===== src/sv/assert_macros.svh =====
// Assertion macros shared by the synthesizer frequency word RTL
`ifndef ASSERT_MACROS_SVH
`define ASSERT_MACROS_SVH

// Same-cycle implication, disabled during reset
`define ASSERT_IMPLIES(label, clk, rst_n, lhs, rhs) \
    label: assert property (@(posedge clk) disable iff (!rst_n) (lhs) |-> (rhs)) \
        else $error("assertion failed: implication");

// Next-cycle implication, disabled during reset
`define ASSERT_NEXT(label, clk, rst_n, lhs, rhs) \
    label: assert property (@(posedge clk) disable iff (!rst_n) (lhs) |=> (rhs)) \
        else $error("assertion failed: next-cycle implication");

`endif


===== src/sv/fsw_pkg.sv =====
// Types, constants and band lookup for the synthesizer frequency word unit
`timescale 1ns / 1ps
package fsw_pkg;

    localparam int REQ_BITS     = 32;
    localparam int XTAL_BITS    = 27;
    localparam int WORD_BITS_DEF = 24;
    localparam int FRAC_BITS    = 16;
    localparam int HZ_BITS      = 32;

    localparam logic [XTAL_BITS-1:0] CRYSTAL_RESET = 27'd32000000;

    localparam logic [1:0] ST_OK   = 2'd0;
    localparam logic [1:0] ST_BAND = 2'd1;
    localparam logic [1:0] ST_WIDE = 2'd2;

    localparam logic [4:0] LOCK_DETECT_EN = 5'h10;

    // lodiv expressed as a multiple of four
    localparam logic [2:0] DQ_4  = 3'd1;
    localparam logic [2:0] DQ_8  = 3'd2;
    localparam logic [2:0] DQ_12 = 3'd3;
    localparam logic [2:0] DQ_16 = 3'd4;
    localparam logic [2:0] DQ_20 = 3'd5;
    localparam logic [2:0] DQ_24 = 3'd6;

    localparam logic [3:0] CODE_4  = 4'h2;
    localparam logic [3:0] CODE_8  = 4'h4;
    localparam logic [3:0] CODE_12 = 4'h6;
    localparam logic [3:0] CODE_16 = 4'h8;
    localparam logic [3:0] CODE_20 = 4'hA;
    localparam logic [3:0] CODE_24 = 4'hB;

    localparam logic [31:0] RECIP_3 = 32'hAAAAAAAB;
    localparam logic [31:0] RECIP_5 = 32'hCCCCCCCD;

    typedef struct packed {
        logic       inband;
        logic [2:0] dq;
        logic [3:0] code;
    } band_t;

    typedef struct packed {
        logic [1:0] status;
        logic [2:0] dq;
        logic [3:0] code;
    } ctl_t;

    function automatic band_t pick_band(input logic [REQ_BITS-1:0] f);
        band_t b;
        b = '{inband: 1'b1, dq: DQ_4, code: CODE_4};
        if (f <= 32'd960000000 && f >= 32'd820000000) begin
            b.dq = DQ_4;  b.code = CODE_4;
        end else if (f <= 32'd480000000 && f >= 32'd410000000) begin
            b.dq = DQ_8;  b.code = CODE_8;
        end else if (f < 32'd320000000 && f >= 32'd273300000) begin
            b.dq = DQ_12; b.code = CODE_12;
        end else if (f < 32'd240000000 && f >= 32'd205000000) begin
            b.dq = DQ_16; b.code = CODE_16;
        end else if (f <= 32'd192000000 && f >= 32'd164000000) begin
            b.dq = DQ_20; b.code = CODE_20;
        end else if (f <= 32'd160000000 && f >= 32'd136700000) begin
            b.dq = DQ_24; b.code = CODE_24;
        end else begin
            b.inband = 1'b0;
        end
        return b;
    endfunction

endpackage


===== src/sv/fsw_back.sv =====
// Reached-frequency pipeline: word * crystal, divide by lodiv, output register
`timescale 1ns / 1ps
module fsw_back
    import fsw_pkg::*;
#(
    parameter int WORD_BITS = WORD_BITS_DEF
) (
    input  logic                 clk,
    input  logic                 rst_n,
    input  logic [XTAL_BITS-1:0] crystal,
    input  logic                 valid_i,
    output logic                 ready_o,
    input  ctl_t                 ctl_i,
    input  logic [WORD_BITS-1:0] word_i,
    output logic                 out_valid,
    input  logic                 out_ready,
    output logic [1:0]           status,
    output logic [4:0]           synth_cfg,
    output logic [WORD_BITS-1:0] freq_word,
    output logic [HZ_BITS-1:0]   actual_hz
);

    localparam int PROD_BITS = WORD_BITS + XTAL_BITS;

    logic                 v1_reg, v2_reg, v3_reg;
    logic                 r1, r2, r3;
    ctl_t                 c1_reg, c2_reg;
    logic [WORD_BITS-1:0] w1_reg, w2_reg;
    logic [PROD_BITS-1:0] prod_reg;
    logic [HZ_BITS-1:0]   reached;
    logic [29:0]          x_next, x_reg;
    logic [31:0]          recip;
    logic [61:0]          p_reg;
    logic [29:0]          quot;
    logic [1:0]           status_reg;
    logic [4:0]           cfg_reg;
    logic [WORD_BITS-1:0] word_reg;
    logic [HZ_BITS-1:0]   hz_reg;

    assign r3      = !v3_reg || out_ready;
    assign r2      = !v2_reg || r3;
    assign r1      = !v1_reg || r2;
    assign ready_o = r1;

    always_ff @(posedge clk or negedge rst_n)
    begin
        if (!rst_n)
        begin
            v1_reg <= 1'b0;
            v2_reg <= 1'b0;
            v3_reg <= 1'b0;
        end
        else
        begin
            if (r1) v1_reg <= valid_i;
            if (r2) v2_reg <= v1_reg;
            if (r3) v3_reg <= v2_reg;
        end
    end

    // stage 1: word * crystal
    always_ff @(posedge clk)
    begin
        if (r1 && valid_i)
        begin
            c1_reg   <= ctl_i;
            w1_reg   <= word_i;
            prod_reg <= PROD_BITS'(word_i) * PROD_BITS'(crystal);
        end
    end

    // stage 2: drop the fraction, strip the factor four, multiply by reciprocal
    assign reached = HZ_BITS'(64'(prod_reg) >> FRAC_BITS);
    assign x_next  = reached[31:2];

    always_comb
    begin
        case (c1_reg.dq)
            DQ_12, DQ_24: recip = RECIP_3;
            DQ_20:        recip = RECIP_5;
            default:      recip = 32'd0;
        endcase
    end

    always_ff @(posedge clk)
    begin
        if (r2 && v1_reg)
        begin
            c2_reg <= c1_reg;
            w2_reg <= w1_reg;
            x_reg  <= x_next;
            p_reg  <= 62'(x_next) * 62'(recip);
        end
    end

    // stage 3: pick the quotient; on error keep the status and zero config, word and frequency
    always_comb
    begin
        case (c2_reg.dq)
            DQ_4:         quot = x_reg;
            DQ_8:         quot = x_reg >> 1;
            DQ_16:        quot = x_reg >> 2;
            DQ_12:        quot = 30'(p_reg >> 33);
            DQ_20, DQ_24: quot = 30'(p_reg >> 34);
            default:      quot = 30'd0;
        endcase
    end

    always_ff @(posedge clk)
    begin
        if (r3 && v2_reg)
        begin
            status_reg <= c2_reg.status;
            if (c2_reg.status == ST_OK)
            begin
                cfg_reg  <= LOCK_DETECT_EN | {1'b0, c2_reg.code};
                word_reg <= w2_reg;
                hz_reg   <= {2'b00, quot};
            end
            else
            begin
                cfg_reg  <= 5'd0;
                word_reg <= '0;
                hz_reg   <= '0;
            end
        end
    end

    assign out_valid = v3_reg;
    assign status    = status_reg;
    assign synth_cfg = cfg_reg;
    assign freq_word = word_reg;
    assign actual_hz = hz_reg;

endmodule


===== config.mk =====
export PLATFORM = sky130hd
export DESIGN_NAME = fsw_back
export DESIGN_NICKNAME = d
export VERILOG_FILES = /design/src/sv/assert_macros.svh /design/src/sv/fsw_pkg.sv /design/src/sv/fsw_back.sv
export SDC_FILE = /design/constraint.sdc
export NUM_CORES = 2
export LEC_CHECK = 0
export BUFFER_PORTS_ARGS = -buffer_cell sky130_fd_sc_hd__buf_2
export CAP_MARGIN = 20
export CORE_MARGIN = 3
export CORE_UTILIZATION = 35
export DETAILED_ROUTE_END_ITERATION = 8
export HOLD_SLACK_MARGIN = 0.03
export PLACE_DENSITY = 0.57
export SYNTH_ARGS = -nofsm -noshare
export SYNTH_HDL_FRONTEND = slang
export SYNTH_SLANG_ARGS = --single-unit

===== constraint.sdc =====
create_clock -name clk -period 19.2 [get_ports clk]
set_input_delay 1.92 -clock clk [delete_from_list [all_inputs] [get_ports clk]]
set_output_delay 1.92 -clock clk [all_outputs]
set_load 0.01 [all_outputs]

==> flow_metrics.py <==
metrics = {
    "status": {
        "run_status": "finished, final reports clean",
    },
    "critical_path": {
        "path_buf_inv": 5,
        "r2r_start": "c1_reg[5]",
        "cp.required_ns": 19.51,
        "worstPathArrival_ns": 10.02,
        "critical-path-top-cell-by-count": "fa_1",
        "crit_path_kind": "register to register",
        "worstPathMaxFanout": 34,
        "worst_path_largest_cell_delay_ns": 0.84,
        "crit_path_depth": 28,
        "critPathCaptureType": "register",
        "crit_path_start_kind": "register",
        "rr_worst_depth": 28,
        "slowest_stage": "edfxtp_1",
        "worst_path_dominant_cell_family": "adder cells",
        "r2r_end": "p_reg[60]",
        "setup.reg_to_reg.worst_slack_ns": 9.49,
    },
    "clocking": {
        "cts.repair_timing.setup_buffer_count": 0,
        "numClockSinks": 219,
        "clockBufferDepth": 3,
        "htree_num_levels": 1,
        "cts_repair_resize_count": 0,
        "cts.clk_slew.worst_paths_ns": 0.06,
        "cts.root.buffer_cell": "clkbuf_16",
        "clk_latency_worst_skew_pair_ns": 0.55,
        "tritoncts.num_buffers": 26,
        "ctsHoldBuffers": 0,
        "cts_tree": "done",
    },
    "finish": {
        "num-fill-cells": 11741,
        "area.growth.synth_to_final_pct": 6.95,
        "layout-drive-gt1-share": 0.0510,
        "nNetsFinal": 5515,
        "final_cell_mix": "inv_1, fa_1, nand2_1, ha_1, and2_1",
        "insertedDiodeCount": 0,
        "mostFrequentLayoutCell": "inv_1",
    },
    "hold_path": {
        "whs_path_depth": 0,
        "hold_path.startpoint": "w1_reg[5]",
        "min-delay-path-class": "register to register",
        "whs_endpoint": "w2_reg[5]",
    },
    "logic_synthesis": {
        "ys_types": 67,
        "avgSynthCellArea_um2": 10.0,
        "async_reset_ff_frac": 0.0137,
        "netlist_area_mm2": 0.0416,
        "synth-seq-cells": 219,
        "synth_top_area_share": 0.406,
        "number_of_enable_flip_flop_cells_after_synthesis": 216,
        "yosys.area.top_type": "fa_1",
        "synth-seq-area-share": 0.158,
        "synth.yosys.warnings": 0,
        "synth_area_leaders": "fa_1, edfxtp_1, ha_1",
        "postSynthCellCount": 4156,
        "postSynth.topFlopCell": "edfxtp_1",
    },
    "sta": {
        "clock-skew-final_ns": 0.0187,
        "slew_viol_final": 0,
        "rsz0062_at_grt": "no",
        "setup-violations-final": 0,
        "timing_hold_violations_final": 0,
        "clock.fmax_mhz": 103,
        "transition_time_at_the_pin_with_the_least_slew_margin_ns": 1.08,
        "fin_crit_sh": 0.506,
        "time_the_worst_path_needs_with_i_o_delays_and_setup_ns": 9.71,
        "setup-tns-final_ns": 0,
        "slew_headroom": 0.280,
    },
    "grt": {
        "via_count_of_the_first_global_routing_pass": 30366,
        "grt_max_degree": 68,
        "gr-max-usage-layer": "met2",
        "grt_use_met2": 0.327,
        "grt_util_all_layers": 0.194,
        "grt_pass1_wl_mm": 182,
        "gr-total-overflow": 0,
        "grt_antenna_before_repair": 4,
        "grt_util_met3": 0.0226,
        "use_met1": 0.266,
    },
    "die": {
        "start_util": 0.355,
        "floorplan.rows": 125,
        "fp.coreArea_mm2": 0.117,
        "num_io_pins": 129,
        "die_y_um": 351,
        "dieWidth_um": 351,
        "floorplan.die_area_mm2": 0.123,
    },
    "place": {
        "place.detailed.hpwl_mm": 94.8,
        "gp_congestion": 0.931,
        "placement.io_buffers": 126,
    },
    "route": {
        "ant_nets": 0,
        "drt-vias-per-instance": 4.99,
        "drt_pass1_iterations": 5,
        "drcViolationCount": 0,
        "vias": 28469,
        "routedWlPerCell_um": 20.6,
        "postRouteWirelength_mm": 118,
        "drtIter0Drc": 1709,
    },
    "flow_run": {
        "maxCapViolCount": 0,
    },
}
## cells in the mapped netlist (all sizes together), types with 16 or more instances
| library cell | n |
|---|---|
| nand3 | 34 |
| a31oi | 33 |
| o21bai | 16 |
| a22oi | 56 |
| nor2 | 47 |
| nand4 | 24 |
| edfxtp | 216 |
| o21ai | 47 |
| xnor2 | 70 |
| clkbuf | 166 |
| xor2 | 34 |
| inv | 976 |
| nand2 | 561 |
| a21o | 44 |
| or2 | 16 |
| a21oi | 104 |
| ha | 448 |
| fa | 843 |
| and3 | 35 |
| and2 | 255 |
## cell type report
type / count / area (µm²) / area share
multi-input cells: 2791 / 30700 / 0.691
flip-flops and latches: 219 / 6560 / 0.148
inverters: 976 / 3660 / 0.0824
well taps: 1524 / 1910 / 0.0429
repair buffers: 146 / 808 / 0.0182
clock buffers: 29 / 662 / 0.0149
clock inverters: 17 / 138 / 0.00309
## worst max path at each step
| stage | startpoint | to | slack (ns) |
|---|---|---|---|
| final | c1_reg[5] | p_reg[60] | 9.49 |
| after global routing | c1_reg[5] | p_reg[54] | 8.80 |
| after CTS | c1_reg[5] | p_reg[54] | 9.45 |
| after detailed placement | c1_reg[5] | p_reg[54] | 9.48 |
| after global placement | c1_reg[5] | p_reg[54] | 9.64 |
| after floorplan | c1_reg[5] | p_reg[54] | 10.83 |
## per-layer routing
metal / wire length [µm] / vias up
li1: - / 12761
met1: 50700 / 14593
met2: 56400 / 929
met3: 6690 / 186
met4: 3820 / 0
met5: 0 / -
## stage by stage
step | cell area, µm² | instances | setup slack (ns) | hold WS (ns) | utilization
after floorplan | 41600 | 4157 | 10.83 | 0.400 | -
after global placement | 43600 | 5654 | 9.64 | 0.400 | 0.373
after global routing | 44500 | 5702 | 8.80 | 0.423 | 0.380
final | 44500 | 5702 | 9.49 | 0.409 | 0.380
after CTS | 44400 | 5700 | 9.45 | 0.410 | 0.380
after detailed placement | 43600 | 5654 | 9.48 | 0.405 | 0.373
## logic make-up (layout without fill, tap and decap cells)
family          count (synthesis)  count (layout)  synth area share
flops                         219             219             0.158
simple gates                 1028            1028             0.118
fa+ha+maj                    1292            1292             0.541
xor+xnor                      104             104            0.0221
mux                             2               2          0.000511
other cells                     1               2         0.0000902
buf+inv                      1147            1168             0.104
compound gates                363             363            0.0568
Power is left out: the tool's default activity adds up to more than one toggle a clock period on the data nets, which glitch-free logic cannot reach.
