--- src/sv/assert_macros.svh ---
// Assertion macros shared by the synthesizer frequency word RTL
`ifndef ASSERT_MACROS_SVH
`define ASSERT_MACROS_SVH

// Same-cycle implication, disabled during reset
`define ASSERT_IMPLIES(label, clk, rst_n, lhs, rhs) \
    label: assert property (@(posedge clk) disable iff (!rst_n) (lhs) |-> (rhs)) \
        else $error("assertion failed: implication");

// Next-cycle implication, disabled during reset
`define ASSERT_NEXT(label, clk, rst_n, lhs, rhs) \
    label: assert property (@(posedge clk) disable iff (!rst_n) (lhs) |=> (rhs)) \
        else $error("assertion failed: next-cycle implication");

`endif

--- src/sv/fsw_pkg.sv ---
// Types, constants and band lookup for the synthesizer frequency word unit
`timescale 1ns / 1ps
package fsw_pkg;

    localparam int REQ_BITS     = 32;
    localparam int XTAL_BITS    = 27;
    localparam int WORD_BITS_DEF = 24;
    localparam int FRAC_BITS    = 16;
    localparam int HZ_BITS      = 32;

    localparam logic [XTAL_BITS-1:0] CRYSTAL_RESET = 27'd32000000;

    localparam logic [1:0] ST_OK   = 2'd0;
    localparam logic [1:0] ST_BAND = 2'd1;
    localparam logic [1:0] ST_WIDE = 2'd2;

    localparam logic [4:0] LOCK_DETECT_EN = 5'h10;

    // lodiv expressed as a multiple of four
    localparam logic [2:0] DQ_4  = 3'd1;
    localparam logic [2:0] DQ_8  = 3'd2;
    localparam logic [2:0] DQ_12 = 3'd3;
    localparam logic [2:0] DQ_16 = 3'd4;
    localparam logic [2:0] DQ_20 = 3'd5;
    localparam logic [2:0] DQ_24 = 3'd6;

    localparam logic [3:0] CODE_4  = 4'h2;
    localparam logic [3:0] CODE_8  = 4'h4;
    localparam logic [3:0] CODE_12 = 4'h6;
    localparam logic [3:0] CODE_16 = 4'h8;
    localparam logic [3:0] CODE_20 = 4'hA;
    localparam logic [3:0] CODE_24 = 4'hB;

    localparam logic [31:0] RECIP_3 = 32'hAAAAAAAB;
    localparam logic [31:0] RECIP_5 = 32'hCCCCCCCD;

    typedef struct packed {
        logic       inband;
        logic [2:0] dq;
        logic [3:0] code;
    } band_t;

    typedef struct packed {
        logic [1:0] status;
        logic [2:0] dq;
        logic [3:0] code;
    } ctl_t;

    function automatic band_t pick_band(input logic [REQ_BITS-1:0] f);
        band_t b;
        b = '{inband: 1'b1, dq: DQ_4, code: CODE_4};
        if (f <= 32'd960000000 && f >= 32'd820000000) begin
            b.dq = DQ_4;  b.code = CODE_4;
        end else if (f <= 32'd480000000 && f >= 32'd410000000) begin
            b.dq = DQ_8;  b.code = CODE_8;
        end else if (f < 32'd320000000 && f >= 32'd273300000) begin
            b.dq = DQ_12; b.code = CODE_12;
        end else if (f < 32'd240000000 && f >= 32'd205000000) begin
            b.dq = DQ_16; b.code = CODE_16;
        end else if (f <= 32'd192000000 && f >= 32'd164000000) begin
            b.dq = DQ_20; b.code = CODE_20;
        end else if (f <= 32'd160000000 && f >= 32'd136700000) begin
            b.dq = DQ_24; b.code = CODE_24;
        end else begin
            b.inband = 1'b0;
        end
        return b;
    endfunction

endpackage

--- src/sv/fsw_div_cell.sv ---
// One restoring division cell: produces one quotient bit per item
`timescale 1ns / 1ps
module fsw_div_cell
    import fsw_pkg::*;
#(
    parameter int WORD_BITS = WORD_BITS_DEF
) (
    input  logic                 clk,
    input  logic                 rst_n,
    input  logic [XTAL_BITS-1:0] crystal,
    input  logic                 valid_i,
    output logic                 ready_o,
    input  ctl_t                 ctl_i,
    input  logic [XTAL_BITS-1:0] rem_i,
    input  logic [WORD_BITS-1:0] low_i,
    input  logic                 down_ready,
    output logic                 valid_o,
    output ctl_t                 ctl_o,
    output logic [XTAL_BITS-1:0] rem_o,
    output logic [WORD_BITS-1:0] low_o
);

    logic                 valid_reg;
    ctl_t                 ctl_reg;
    logic [XTAL_BITS-1:0] rem_reg, rem_next;
    logic [WORD_BITS-1:0] low_reg, low_next;
    logic [XTAL_BITS:0]   trial;
    logic                 ge;

    assign ready_o = !valid_reg || down_ready;

    // shift in the next dividend bit, subtract when it fits
    assign trial    = {rem_i, low_i[WORD_BITS-1]};
    assign ge       = trial >= {1'b0, crystal};
    assign rem_next = ge ? XTAL_BITS'(trial - {1'b0, crystal}) : XTAL_BITS'(trial);
    assign low_next = {low_i[WORD_BITS-2:0], ge};

    always_ff @(posedge clk or negedge rst_n)
    begin
        if (!rst_n)
        begin
            valid_reg <= 1'b0;
        end
        else if (ready_o)
        begin
            valid_reg <= valid_i;
        end
    end

    always_ff @(posedge clk)
    begin
        if (ready_o && valid_i)
        begin
            ctl_reg <= ctl_i;
            rem_reg <= rem_next;
            low_reg <= low_next;
        end
    end

    assign valid_o = valid_reg;
    assign ctl_o   = ctl_reg;
    assign rem_o   = rem_reg;
    assign low_o   = low_reg;

endmodule

--- config.mk ---
export PLATFORM = sky130hd
export DESIGN_NAME = fsw_div_cell
export DESIGN_NICKNAME = d
export VERILOG_FILES = /design/src/sv/assert_macros.svh /design/src/sv/fsw_pkg.sv /design/src/sv/fsw_div_cell.sv
export SDC_FILE = /design/constraint.sdc
export NUM_CORES = 1
export LEC_CHECK = 0
export BUFFER_PORTS_ARGS = -buffer_cell sky130_fd_sc_hd__buf_2
export CAP_MARGIN = 5
export CORE_MARGIN = 2
export CORE_UTILIZATION = 45
export CTS_CLUSTER_DIAMETER = 60
export DETAILED_ROUTE_END_ITERATION = 6
export PLACE_DENSITY = 0.79
export REMOVE_ABC_BUFFERS = 1
export SLEW_MARGIN = 15
export SYNTH_ARGS = -nofsm -noshare
export SYNTH_HDL_FRONTEND = slang
export SYNTH_SLANG_ARGS = --single-unit
--- constraint.sdc ---
create_clock -name clk -period 6.7 [get_ports clk]
set_input_delay 0.335 -clock clk [delete_from_list [all_inputs] [get_ports clk]]
set_output_delay 0.335 -clock clk [all_outputs]
set_load 0.05 [all_outputs]
==> results.toml, run 1 <==
[status]
status = "finished clean"

[floorplanning]
initial_core_util_pct = 46.8
fp.coreArea_sq_mm = 0.00830
rows = 33
pin_count = 153
die_w_um = 96.9
die_y_um = 96.9
die-area_sq_mm = 0.00940

[detailed_routing]
avgViaCountPerCell = 5.27
route.detailed.drc = 0
drt_iter0_drc = 183
vias = 3407
wire_per_inst_um = 15.3
drt_first_pass_iters = 5
routed_wl_um = 9880
ant_nets = 0

[power]
leakagePower_nw = 2.24
power.density_mw_per_mm2 = 232
p_int_w = 0.000716
power_frac_comb_pct = 33.3
ir_drop_mv = 0.105
clockPowerShare_pct = 25.4
p_sw_share_pct = 36.8
switchingPower_w = 0.000418
pwr-share-seq_pct = 41.3

[cells_and_area]
n_fill_cell = 769
design.final.nets = 655
area_growth_pct = 25.9
design_area_sq_mm = 0.00489
drive_gt1_share_pct = 34.0
diodes = 0

[critical_path]
crit_arrival_ps = 3060
worstSetupEndpoint = "rem_o[12]"
r2r_setup_slack_ps = 4770
rr_endpoint = "rem_o[21]"
worstRegToRegCells = 3
critPathCaptureType = "register"
cp-start-kind = "input port"
cp-startpoint = "crystal[7]"
cp_max_fo = 27
worst_ep_required_time_ps = 6780
crit_type = "input port to register"
r2r_start = "valid_o"

[synth]
synth_ff_type = "edfxtp_1"
ys_seq_area_share_pct = 47.0
syn_inst = 387
ys_async_sr_fraction_pct = 1.64
synth_seq_cells = 61
ys_top_cells_by_area = "edfxtp_1 46%, ha_1 8.7%, o21ai_0 4.4%"
avgSynthCellArea_sq_um = 10.0
yosysTopAreaCell = "edfxtp_1"
ys_types = 53
synth_warnings = 0
syn-cell-area_sq_mm = 0.00389
yosysTopAreaCellShare_pct = 46.4
synth_edf_count = 60

[timing]
hold_viol = 0
fmax_mhz = 335
setup-tns-final_ps = 0
tightest_slew_ps = 912
slew_violations = 0
finalCriticalPeriod_ps = 2990
clock_skew_ps = 8.26
rsz0062_at_grt = "no"
whs_ps = 163
fin_crit_sh_pct = 44.6
setup_viol = 0
slew_headroom_pct = 39.0

[grt]
antenna_found_initial = 0
overflow = 0
grt.total_usage_pct = 20.9
grt_pass1_wl_um = 15900
grt_max_degree = 37
grt_pass1_vias = 3242

[clock_tree]
cts.sinks = 61
h-tree-depth = 3
cts_buffer_depth = 2
clkLatencyLatePin_ps = 340
cts-root-buf = "clkbuf_8"
cts_buffers = 9
cts_tree = "yes"
clkSlewWorstSetupHoldPaths_ps = 70

[place]
gp_congestion = 0.920
dp_hpwl_um = 7620
placed_area_sq_mm = 0.00471
io_buffers = 152

[worst_hold_path]
min_delay_path_depth = 1
hp-class = "input port to register"

[job]
maxCapViolations = 0
==> power groups by stage <==
stage	clock network, W	logic (W)	registers, W
2_1_floorplan	0	0.000170	0.000582
3_3_place_gp	0	0.000369	0.000477
3_5_place_dp	0	0.000374	0.000477
4_1_cts	0.000294	0.000376	0.000469
5_1_grt	0.000308	0.000406	0.000472
6_report	0.000288	0.000377	0.000469
==> metrics by stage <==
| step | setup slack, ps | util, % | power, W | cells |
|---|---|---|---|---|
| floorplan | 3010 | - | 0.000752 | 370 |
| global placement | 3510 | 56.8 | 0.000846 | 629 |
| CTS | 3730 | 58.9 | 0.00114 | 646 |
| global route | 3360 | 58.9 | 0.00119 | 646 |
| finish | 3710 | 58.9 | 0.00113 | 646 |
| detailed placement | 3370 | 56.8 | 0.000851 | 629 |
==> worst min-delay path by stage <==
stage / start / end
CTS: low_i[15] / low_o[16]
global route: low_i[15] / low_o[16]
floorplan: rst_n / valid_o
global placement: rst_n / valid_o
finish: low_i[10] / low_o[11]
detailed placement: rst_n / valid_o
==> synth_stat cells (3+ instances only) <==
cell type and n:
nand4_1 8, nand2b_1 5, ha_1 27, a21oi_1 24, nand2_1 44, inv_1 35
a31oi_1 7, o21bai_1 3, clkbuf_1 4, xor2_1 10, nand3_1 8, buf_4 3
a21o_1 16, nor2_1 23, nor3_1 5, o21ai_0 34, edfxtp_1 60, a211o_1 3
a211oi_1 3, xnor2_1 10, buf_2 10
==> cell usage in the layout (no fill, tap or decap), types with 3 or more instances in the layout <==
| master | count |
|---|---|
| and2_2 | 3 |
| o21bai_1 | 3 |
| clkinvlp_4 | 3 |
| nand4_1 | 8 |
| a21o_1 | 16 |
| a21oi_1 | 24 |
| o21ai_0 | 34 |
| buf_2 | 152 |
| ha_1 | 27 |
| a211oi_1 | 3 |
| inv_1 | 35 |
| nor3_1 | 5 |
| a31oi_1 | 7 |
| clkbuf_8 | 9 |
| edfxtp_1 | 60 |
| a211o_1 | 3 |
| nand2_1 | 44 |
| nor2_1 | 23 |
| xnor2_1 | 10 |
| nand3_1 | 8 |
| nand2b_1 | 5 |
| xor2_1 | 10 |
==> timing repair <==
action,in CTS,in global routing
hold buffers,1,0
resized for setup,0,0
hold endpoints to repair,1,0
setup buffers,0,0
==> area by class of cell <==
cell class	count	area, sq um	area share, %
Inverter	35	131	2.69
Clock inverter	6	40.0	0.818
Tap cell	105	131	2.69
Sequential cell	61	1830	37.3
Timing Repair Buffer	155	786	16.1
Clock buffer	10	128	2.61
Multi-Input combinational cell	274	1850	37.8
==> sequential cells by signal, indices dropped and copies added (netlist names) <==
name	count
ctl_o	9
low_o	24
rem_o	27
valid_o	1
==> worst max-delay path, cell delays in order <==
cell      delay [ps]
buf_2             70
inv_1             30
ha_1             370
a211oi_1         370
nand2b_1         110
o21ai_2          190
o21ai_1          180
a211oi_4         830
buf_4            400
o21ai_0          150
==> metal layers <==
layer,up-vias,GRT usage (%),wire length [um]
met1,1553,29.2,4620
met5,-,0,0
li1,1704,-,-
met3,10,3.47,555
met2,140,33.0,4580
met4,0,7.48,118
==> logic make-up (layout without fill, tap and decap cells) <==
family          count (synthesis)  in the layout  synth area share [%]
compound gates                114            114                  19.6
xor+xnor                       20             20                  4.51
fa+ha+maj                      28             28                  9.21
buf+inv                        52            206                  5.63
flops                          61             61                  47.0
mux                             4              4                  1.09
simple gates                  108            108                  12.9
Power figures use the tool's default switching activity.
==> inputs of run 2 (changes only) <==
- PLACE_DENSITY: 0.79 -> 0.82
- clock period: 6.7 -> 2.65 ns (I/O delays scaled with it)
==> results.toml, run 2 (synthesis results as in run 1) <==
[grt]
antenna_found_initial = 0
grt_max_degree = 42
overflow = 0
grt_pass1_vias = 3470
grt_pass1_wl_um = 17000
grt.total_usage_pct = 22.6

[detailed_routing]
drt_iter0_drc = 234
drt_first_pass_iters = 5
routed_wl_um = 10900
avgViaCountPerCell = 5.31
route.detailed.drc = 0
vias = 3721
ant_nets = 0
wire_per_inst_um = 15.6

[critical_path]
critPathCaptureType = "register"
worst_ep_required_time_ps = 2760
crit_type = "input port to register"
max_stage_delay_ps = 400
cp_top_family = "compound AO/OA/AOI/OAI gates"
path_buf_inv = 3
cp_slowest_cell = "fa_1"
cp_max_fo = 6
cp-start-kind = "input port"
crit_arrival_ps = 2470
crit_chain = "buf_2 -> inv_1 -> ha_1 -> fa_1 -> nand2b_1 -> a21oi_1 -> o21ai_2 -> o21ai_1 -> a211oi_4 -> buf_4 -> a211o_1 -> o32a_1"

[timing]
tightest_slew_ps = 572
slew_violations = 0
fin_crit_sh_pct = 89.4
rsz0062_at_grt = "no"
fmax_mhz = 422
final.setup.worst_slack_ps = 282
hold_viol = 0
setup_viol = 0
clock_skew_ps = 9.71
finalCriticalPeriod_ps = 2370
setup-tns-final_ps = 0
slew_headroom_pct = 61.8

[cells_and_area]
finish.utilization_pct = 65.1
largest_reg_flops = 27
diodes = 0
n_fill_cell = 705
drive_gt1_share_pct = 34.7
design.final.nets = 710
layout_common_cells = "152 x buf_2, 60 x edfxtp_1, 44 x nand2_1"
area_growth_pct = 39.1
final_common_cell = "buf_2"

[clock_tree]
cts.sinks = 61
postCtsSetupRepairBufs = 0
cts-root-buf = "clkbuf_8"
ctsResizeCount = 0
clkLatencyLatePin_ps = 350
cts_buffers = 9
cts_buffer_depth = 2
cts_tree = "yes"
clkSlewWorstSetupHoldPaths_ps = 80
h-tree-depth = 3

[power]
total_power_w = 0.00300
power.density_mw_per_mm2 = 555
leakagePower_nw = 2.51
ir_drop_mv = 0.300

[place]
pre_cts_ws_ps = -59.9
gp_congestion = 0.884
io_buffers = 152
dp_hpwl_um = 8300

[status]
status = "finished clean"

[floorplanning]
rows = 33
fp.coreArea_sq_mm = 0.00830
die_w_um = 96.9
pin_count = 153
die_y_um = 96.9
initial_core_util_pct = 46.8
die-area_sq_mm = 0.00940

[job]
maxCapViolations = 0

[worst_hold_path]
hp-class = "input port to register"
[run 2: power by group]
| group | switching [W] | total, W | internal, W | leakage [nW] |
|---|---|---|---|---|
| clock | 0.000420 | 0.000764 | 0.000344 | 0.0918 |
| combinational | 0.000670 | 0.00105 | 0.000380 | 1.83 |
| sequential | 0.0000196 | 0.00119 | 0.00117 | 0.584 |
| total | 0.00111 | 0.00300 | 0.00189 | 2.51 |
[run 2: layout make-up]
type	instances	area, sq um	area share (%)
Clock inverter	7	48.8	0.903
Clock buffer	9	124	2.29
Inverter	35	131	2.43
Sequential cell	61	1830	33.8
Tap cell	105	131	2.43
Multi-Input combinational cell	274	1850	34.2
Timing Repair Buffer	210	1290	23.9
[run 2: metrics by stage]
step	std cells	cell area [sq um]	hold slack (ps)
after floorplan	370	3800	-163
after global placement	651	4890	-92.9
after detailed placement	651	4890	-91.0
after CTS	701	5410	62.3
after global routing	701	5410	75.5
final	701	5410	67.9
[run 2: worst min-delay path, delay by kind of cell]
kind,cells,cell delay [ps]
AOI/OAI and AO/OA,1,50
buffers and inverters,1,90
and+or+nand+nor,1,40
[run 2: what timing repair did]
item | 4_1_cts | 5_1_grt
hold buffers | 34 | 0
setup endpoints to repair | 0 | 0
endpoints found under the hold margin | 34 | 0
[run 2: path summary, 6_finish.rpt]
| kind | from | end | slack [ps] | depth (start not counted) |
|---|---|---|---|---|
| worst max-delay path | low_i[23] | rem_o[21] | 280 | 12 |
| worst min-delay path | rem_i[19] | rem_o[20] | 70 | 3 |
| worst max register to register | valid_o | low_o[0] | 990 | 3 |
| worst min register to register | valid_o | valid_o | 540 | 2 |
| max in group asynchronous | rst_n | valid_o | 2470 | 2 |
| min in group asynchronous | rst_n | valid_o | 100 | 2 |
[run 2: routing by layer]
metal | global-route usage [%] | up-vias | share of wire (%)
met5 | 0 | - | 0
met1 | 29.0 | 1730 | 44
li1 | - | 1817 | -
met2 | 37.9 | 158 | 48
met4 | 7.58 | 0 | 1.6
met3 | 4.99 | 16 | 6.0
==> inputs of run 3 (changes only) <==
- CORE_MARGIN: 2 -> 4
==> results.toml, run 3 (synthesis results as in run 1) <==
[status]
status = "finished clean"

[floorplanning]
die_w_um = 101
die_y_um = 101
fp.coreArea_sq_mm = 0.00830
initial_core_util_pct = 46.8
pin_count = 153
rows = 33
die-area_sq_mm = 0.0102

[detailed_routing]
ant_nets = 0
routed_wl_um = 11300
avgViaCountPerCell = 5.25
route.detailed.drc = 0
vias = 3648
drt_first_pass_iters = 5
wire_per_inst_um = 16.3
drt_iter0_drc = 255

[timing]
slew_violations = 0
finalCriticalPeriod_ps = 2300
setup-tns-final_ps = 0
hold_viol = 0
fmax_mhz = 434
tightest_slew_ps = 603
clock_skew_ps = 8.03
rsz0062_at_grt = "no"
slew_headroom_pct = 59.8
fin_crit_sh_pct = 86.9
setup_viol = 0

[power]
ir_drop_mv = 0.269
power.density_mw_per_mm2 = 576
leakagePower_nw = 2.48
total_power_w = 0.00310

[clock_tree]
cts_buffer_depth = 2
cts-root-buf = "clkbuf_8"
cts_buffers = 9
clkLatencyLatePin_ps = 350
cts_tree = "yes"
h-tree-depth = 3
postCtsSetupRepairBufs = 0
cts.sinks = 61
ctsResizeCount = 0
clkSlewWorstSetupHoldPaths_ps = 80

[cells_and_area]
largest_reg_flops = 27
area_growth_pct = 38.7
diodes = 0
final_common_cell = "buf_2"
drive_gt1_share_pct = 34.2
design.final.nets = 704
layout_common_cells = "152 x buf_2, 60 x edfxtp_1, 44 x nand2_1"
layout.cells.non_filler = 695

[critical_path]
critPathCaptureType = "register"
cp_max_fo = 17
worst_ep_required_time_ps = 2810
max_stage_delay_ps = 400
r2r_setup_slack_ps = 980
crit_arrival_ps = 2460
cp_slowest_cell = "fa_1"
crit_type = "input port to register"
cp-startpoint = "low_i[23]"
cp-start-kind = "input port"
r2r_start = "valid_o"
crit_chain = "buf_2 -> inv_1 -> ha_1 -> fa_1 -> nand2b_1 -> a21oi_1 -> o21ai_2 -> o21ai_1 -> a211oi_4 -> buf_4 -> o41ai_1"

[grt]
grt.total_usage_pct = 22.1
grt_pass1_wl_um = 17500
antenna_found_initial = 0
grt_pass1_vias = 3514
overflow = 0
grt_max_degree = 36

[job]
maxCapViolations = 0

[worst_hold_path]
hp-class = "input port to register"
min-delay-start = "rem_i[9]"

[place]
dp_hpwl_um = 8660
gp_congestion = 0.919
io_buffers = 152
place_inst = 645
==> run 3: changes by cell type in the layout (fill, tap and decap cells not counted) <==
cell        previous run  this run
buf_4                 23        17
bufinv_16              0         1
clkinv_1               1         0
clkinv_2               2         0
clkinv_4               1         0
clkinvlp_4             0         2
inv_6                  3         4
==> run 3: critical path, delay by kind of cell <==
kind / cells / cell delay, ps
AOI/OAI and AO/OA: 5 / 1170
and+or+nand+nor: 1 / 200
adders and majority gates: 2 / 600
buffers and inverters: 3 / 350
==> run 3: worst paths after layout <==
| kind | endpoint | depth (start not counted) |
|---|---|---|
| hold / removal | rem_o[10] | 3 |
| min in group asynchronous | valid_o | 2 |
| hold reg to reg | valid_o | 2 |
| setup reg to reg | rem_o[11] | 3 |
| setup / recovery | rem_o[23] | 11 |
| max in group asynchronous | valid_o | 2 |
==> run 3: per-stage QoR <==
| step | instance area (sq um) | setup WS (ps) | util, % | hold slack, ps |
|---|---|---|---|---|
| 5_1_grt | 5390 | 294 | 65.0 | 78.6 |
| 2_1_floorplan | 3800 | -838 | - | -163 |
| 3_5_place_dp | 4850 | 17.9 | 58.4 | -88.6 |
| 6_report | 5390 | 347 | 65.0 | 69.2 |
| 4_1_cts | 5390 | 394 | 65.0 | 55.1 |
| 3_3_place_gp | 4850 | 130 | 58.4 | -92.7 |
==> run 3: area by class of cell <==
type | count | area [sq um]
fill | 697 | 2910
multi-input combinational | 274 | 1850
sequential | 61 | 1830
timing repair buffer | 204 | 1250
inverter | 35 | 131
tap | 105 | 131
clock buffer | 9 | 124
clock inverter | 7 | 80.1
==> run 3: metal layers <==
metal	part of all wire, %	global-route usage (%)	vias up
li1	-	-	1803
met1	41	28.7	1641
met2	47	36.9	185
met3	10	4.36	19
met4	1.7	7.57	0
met5	0	0	-
==> run 3: report_power, final <==
part / internal (W) / switching, W
Sequential: 0.00117 / 0.0000202
Clock: 0.000447 / 0.000428
Combinational: 0.000372 / 0.000670
Total: 0.00198 / 0.00112
==> run 3: what timing repair did <==
action / in CTS / in global routing
hold buffers: 34 / 0
endpoints found under the setup margin: 0 / 0
hold endpoints to repair: 34 / 0
